File: config.mk
export PLATFORM = sky130hd
export DESIGN_NAME = qef_div
export DESIGN_NICKNAME = d
export VERILOG_FILES = /design/src/design/qef_pkg.sv /design/src/design/qef_div.sv
export SDC_FILE = /design/constraint.sdc
export NUM_CORES = 1
export LEC_CHECK = 0
export ABC_AREA = 1
export BUFFER_PORTS_ARGS = -buffer_cell sky130_fd_sc_hd__buf_2
export CAP_MARGIN = 20
export CORE_MARGIN = 3
export CORE_UTILIZATION = 58
export CTS_CLUSTER_SIZE = 8
export DETAILED_ROUTE_END_ITERATION = 8
export GPL_TIMING_DRIVEN = 0
export PLACE_DENSITY_LB_ADDON = 0.08
export SLEW_MARGIN = 20
export SYNTH_ARGS = -nofsm -noshare
export SYNTH_HDL_FRONTEND = slang
export SYNTH_SLANG_ARGS = --single-unit
File: constraint.sdc
create_clock -name clk_i -period 4.4 [get_ports clk_i]
set_input_delay 0.22 -clock clk_i [delete_from_list [all_inputs] [get_ports clk_i]]
set_output_delay 0.22 -clock clk_i [all_outputs]
set_load 0.05 [all_outputs]
File: src/design/qef_pkg.sv
// Shared types, constants and state codes for the plane error accumulator.
`default_nettype none

package qef_pkg;

  localparam int FRAC_BITS = 16;

  localparam int PW   = 32;                    // register and input field width
  localparam int DIFW = PW + 1;                // p - v, exact
  localparam int PRW  = 2 * DIFW;              // shared multiplier product
  localparam int DW   = 64;                    // 2^(2F) + |g|^2 always fits
  localparam int QW   = 48;                    // quotient / running sum width
  localparam int MW   = 65 - FRAC_BITS;        // rounded |e|
  localparam int LW   = (MW + 1) / 2;          // low half of m
  localparam int HW   = MW - LW;               // high half of m
  localparam int AW   = 131 - 2 * FRAC_BITS;   // accumulator, holds e, den and m^2
  localparam int SH   = QW - FRAC_BITS;        // m^2 bits above the divider's low part
  localparam int CMPW = (AW > DW + SH) ? AW : DW + SH;
  localparam int CIW  = 2;                     // config index width
  localparam int SCW  = 2;                     // step counter width

  localparam logic [QW-1:0] SUM_MAX = {QW{1'b1}};

  localparam logic [CIW-1:0] CFG_POINT_X      = 2'd0;
  localparam logic [CIW-1:0] CFG_POINT_Y      = 2'd1;
  localparam logic [CIW-1:0] CFG_POINT_Z      = 2'd2;
  localparam logic [CIW-1:0] CFG_POINT_OFFSET = 2'd3;

  typedef enum logic [2:0] {
    S_IDLE,
    S_ERR,
    S_RND,
    S_DEN,
    S_SQR,
    S_CHK,
    S_DIV,
    S_ACC
  } qef_state_e;

  typedef struct packed {
    logic signed [PW-1:0] sample_x;
    logic signed [PW-1:0] sample_y;
    logic signed [PW-1:0] sample_z;
    logic signed [PW-1:0] grad_x;
    logic signed [PW-1:0] grad_y;
    logic signed [PW-1:0] grad_z;
    logic                 last_sample;
  } qef_in_t;

  typedef struct packed {
    logic [QW-1:0] total_error;
    logic          overflowed;
  } qef_out_t;

  typedef struct packed {
    logic          start;
    logic [DW-1:0] rem_init;
    logic [QW-1:0] num_lo;
    logic [DW-1:0] den;
  } qef_div_req_t;

  typedef struct packed {
    logic          done;
    logic [QW-1:0] quot;
  } qef_div_rsp_t;

endpackage

`default_nettype wire

File: src/design/qef_div.sv
// Restoring divider, one quotient bit per cycle, 48 quotient bits.
`default_nettype none

module qef_div
  import qef_pkg::*;
(
  input  wire logic         clk_i,
  input  wire logic         rst_ni,
  input  wire qef_div_req_t req_i,
  output qef_div_rsp_t      rsp_o
);

  localparam int CW = $clog2(QW);

  logic          busy_q, busy_d;
  logic          done_q, done_d;
  logic [CW-1:0] cnt_q, cnt_d;
  logic [DW-1:0] rem_q, rem_d;
  logic [DW-1:0] den_q, den_d;
  logic [QW-1:0] nlo_q, nlo_d;   // numerator bits shift out, quotient bits shift in

  logic [DW:0]   shifted;
  logic [DW+1:0] diff;

  always_comb begin
    shifted = {rem_q, nlo_q[QW-1]};
    diff    = {1'b0, shifted} - {2'b00, den_q};

    busy_d = busy_q;
    done_d = 1'b0;
    cnt_d  = cnt_q;
    rem_d  = rem_q;
    den_d  = den_q;
    nlo_d  = nlo_q;

    if (req_i.start) begin
      busy_d = 1'b1;
      cnt_d  = '0;
      rem_d  = req_i.rem_init;
      den_d  = req_i.den;
      nlo_d  = req_i.num_lo;
    end else if (busy_q) begin
      if (!diff[DW+1]) begin
        rem_d = diff[DW-1:0];
        nlo_d = {nlo_q[QW-2:0], 1'b1};
      end else begin
        rem_d = shifted[DW-1:0];
        nlo_d = {nlo_q[QW-2:0], 1'b0};
      end
      cnt_d = cnt_q + 1'b1;
      if (cnt_q == CW'(QW - 1)) begin
        busy_d = 1'b0;
        done_d = 1'b1;
      end
    end
  end

  always_ff @(posedge clk_i or negedge rst_ni) begin
    if (!rst_ni) begin
      busy_q <= 1'b0;
      done_q <= 1'b0;
      cnt_q  <= '0;
    end else begin
      busy_q <= busy_d;
      done_q <= done_d;
      cnt_q  <= cnt_d;
    end
  end

  always_ff @(posedge clk_i) begin
    rem_q <= rem_d;
    den_q <= den_d;
    nlo_q <= nlo_d;
  end

  assign rsp_o.done = done_q;
  assign rsp_o.quot = nlo_q;

  // remainder stays below the divisor while iterating
  a_rem_bound: assert property (@(posedge clk_i) disable iff (!rst_ni)
    busy_q |-> rem_q < den_q)
    else $error("divider remainder not below divisor");

  a_no_restart: assert property (@(posedge clk_i) disable iff (!rst_ni)
    req_i.start |-> !busy_q)
    else $error("divider started while busy");

  a_done_idle: assert property (@(posedge clk_i) disable iff (!rst_ni)
    done_q |-> !busy_q && $past(busy_q))
    else $error("divider done without a finished run");

endmodule

`default_nettype wire

==> results by group <==
Timing
  – Fmax: 312 MHz
  – Fin. max-slew vios: 0
  – Final worst slack: between 1 and 1.5 ns
  – Final hold violation count: 0
  – Tmin final: 3.21 ns
  – RSZ-0062 raised after global routing: no
  – Final Setup Violations: 0
  – Clk_skew: 0.0350 ns
  – Final Cycle Share: 0.729
  – Worst slew pin tran: 1.02 ns
  – Rel. slew slack: 0.319

Routing
  – Vias: ~15,000
  – Antenna-violating nets left: 0
  – Routed wire length: between 40 and 50 mm
  – Via density: 5.37
  – Drt pass-1 iters: 6
  – Wire per inst: 17.8 um
  – Drt first-iter violations: around 1,500
  – Remaining DRCs: 0

Setup path
  – Crit path max fanout: 10
  – Reg2reg start: rem_q[42]
  – CP cell instances: ha_1 > nand2_1 > inv_1 > nand2_1 > nand3_1 > nand2_1 > nand2_1 > clkinv_1 > o21ai_2 > a21oi_4 > clkbuf_1 > nand3b_1 > nand3_1 > nand2_1
  – Crit-path max cell delay: about 0.48 ns
  – Critical path buffers and inverters: 3
  – CP top delay family: simple AND/OR/NAND/NOR gates
  – Reg2reg path depth: 14
  – CP max-delay cell: a21oi_4
  – Worst Setup Path Type: flop to flop
  – CP endpoint kind: flop
  – Crit path top cell by count: nand2_1
  – CP required: 4.59 ns
  – R2R Path End: rem_q[33]
  – Reg2reg setup slack: 1.19 ns
  – CP arrival: 3.40 ns
  – CP startpoint kind: flop

Floorplanning
  – Die ar.: ~26,000 um2
  – Initial Util: 0.595
  – Die width: 162 um
  – I/O pins: 228
  – Cell Rows: 56
  – Die height: around 160 um
  – Core Area: ~24,000 um2

Run
  – Maxcap violations: 0

Power and ir drop
  – Leak: 9.38 nW
  – Maximum vdd ir drop: around 0.34 mV
  – PD cells: 647 nW/um2
  – Total Power: 0.0109 W

Yosys
  – Leading area contributor after synthesis: edfxtp_1
  – Post-synth EDFFs: between 150 and 200
  – Synth warn: 0
  – Post-Syn Instances: approximately 2,100
  – Mapped Area: 14,000 um2
  – Syn avg cell area: 6.76 um2
  – Area contributors post-synth: edfxtp_1, nand2_1, inv_1, ha_1, nand3_1
  – Flops & latches, synth: approximately 180
  – Top cells by count, synth: nand2_1, inv_1, edfxtp_1
  – Top-count cell post-synth: nand2_1
  – Post-synthesis cell type count: 39
  – Syn Nets: 2,323
  – Area share of the largest cell type after synthesis: 0.376
  – Sequential area share after synthesis: 0.391
  – Ys async rst share: 0.0435
  – Main flop type after synthesis: edfxtp_1

Placed design
  – Area after DPL: 15,600 um2
  – Final HPWL DP: 36.4 mm
  – I/O Buffers: 227
  – Dpl ws: 1.35 ns
  – Routability cong.: 1.00

Final layout
  – Fraction of layout cells with a size suffix above 1: 0.130
  – # fillers: 1,890
  – Fin area: 16,900 um2
  – P&R area growth vs syn: 20.4%
  – Area of the multi-input gates: 6880 um2
  – Antenna cells: 0
  – Storage cell area: 5490 um2
  – NumNets Final: 2,636

Clocking
  – Root Driver: clkbuf_16
  – Clock Sinks: 184
  – Post-CTS Setup Inserts: 0
  – CTS Buffer Depth: 2
  – Worst-path clk slew: 0.11 ns
  – Clock tree from TritonCTS: yes
  – Worst skew pair latency: 0.47 ns
  – H-tree depth: 4
  – Number of CTS-inserted buffers: 17

Global routing
  – Vias in the first global route: 14,200
  – All-Layer GR Usage: 0.370
  – Initial antenna violation count: 0
  – First-pass GRT wire length: 75.0 mm
  – GRT Residual Overflow: 0
  – Pin count of the biggest net entering global routing: 66

Hold path
  – Hold-critical path endpoint: rem_q[9]
  – Worst hold path class: primary input to flop
  – Hold_sp: req_i[121]
  – Worst hold path depth: 3

Run status
  – Status: finished, final reports clean
[stage by stage]
step | util | hold slack (ns) | instances | TNS, ns
after floorplan | - | -0.0756 | 2078 | 0
after global placement | 0.660 | 0.0672 | 2624 | -233.18
after detailed placement | 0.662 | 0.0674 | 2626 | 0
after CTS | 0.716 | 0.0241 | 2723 | 0
after global routing | 0.716 | 0.0403 | 2723 | 0
final | 0.716 | 0.0166 | 2723 | 0
[worst register-to-register path: stages (launching register included)]
cell	delay (ns)
edfxtp_1	0.39
ha_1	0.43
nand2_1	0.18
inv_1	0.07
nand2_1	0.07
nand3_1	0.11
nand2_1	0.09
nand2_1	0.08
clkinv_1	0.06
o21ai_2	0.08
a21oi_4	0.48
clkbuf_1	0.48
nand3b_1	0.13
nand3_1	0.21
nand2_1	0.07
[layout make-up]
type	instances	share of cell area
inverters	377	0.0837
clock inverters	14	0.0105
clock buffers	18	0.0260
repair buffers	294	0.109
multi-input cells	1474	0.407
well taps	319	0.0236
flip-flops and latches	184	0.324
plain buffers	43	0.0159
[state kept, by name, indices dropped and copies added, names as in the netlist]
register  count
busy_q        1
nlo_q        48
rem_q        64
done_q        1
cnt_q         6
den_q        64
[worst max-delay path by stage]
stage | slack (ns) | cells past startpoint | endpoint | from
2_1_floorplan | 0.52 | 5 | nlo_q[0] | req_i[176]
3_3_place_gp | -2.10 | 6 | rem_q[45] | req_i[176]
3_5_place_dp | 1.35 | 12 | rem_q[33] | rem_q[47]
4_1_cts | 1.32 | 12 | rem_q[33] | rem_q[47]
5_1_grt | 1.10 | 14 | rem_q[29] | rem_q[42]
6_report | 1.19 | 14 | rem_q[33] | rem_q[42]
[kinds of logic (layout without fill, tap and decap cells)]
kind of cell | Yosys count | after routing | synth area share
AO/OA/AOI/OAI | 79 | 79 | 0.0311
XOR/XNOR | 31 | 31 | 0.0193
adder cells (fa/ha/maj) | 66 | 66 | 0.0593
buffers and inverters | 420 | 746 | 0.120
flip-flops | 184 | 184 | 0.391
AND/OR/NAND/NOR | 1298 | 1298 | 0.380
[cells in the final DEF (no fill, tap or decap), types with 4 or more instances in the layout]
cell type,netlist,final
nand3b_1,48,48
inv_6,0,4
clkinv_8,0,6
dfrtp_1,8,8
ha_1,65,65
inv_2,7,7
o21ai_0,16,16
nand2_1,977,976
clkbuf_1,24,24
nand4_1,17,17
clkbuf_16,0,17
and2_1,5,5
dlygate4sd3_1,0,65
o21bai_1,6,6
xnor2_1,29,29
edfxtp_1,176,176
nand2_2,11,11
inv_1,368,368
nand3_1,99,99
nor3_1,12,12
buf_6,5,5
nor2_2,8,8
nor2_1,114,114
buf_2,6,232
a21oi_1,49,49
[power breakdown]
group / leakage [nW] / switching, W / internal (W)
Combinational: 7.14 / 0.00439 / 0.00218
Clock: 0.298 / 0.000883 / 0.000791
Sequential: 1.94 / 0.000246 / 0.00245
[routing by layer]
layer	up-vias	GRT usage	share of wire
met1	6567	0.494	0.40
met4	0	0.141	0.041
li1	7022	-	-
met2	911	0.602	0.45
met3	136	0.0677	0.10
met5	-	0	0
[timing repair]
item                                   CTS  global route
hold buffers                            65             0
resized for setup                        0             0
endpoints found under the hold margin   72             0
Power figures use the tool's default switching activity.
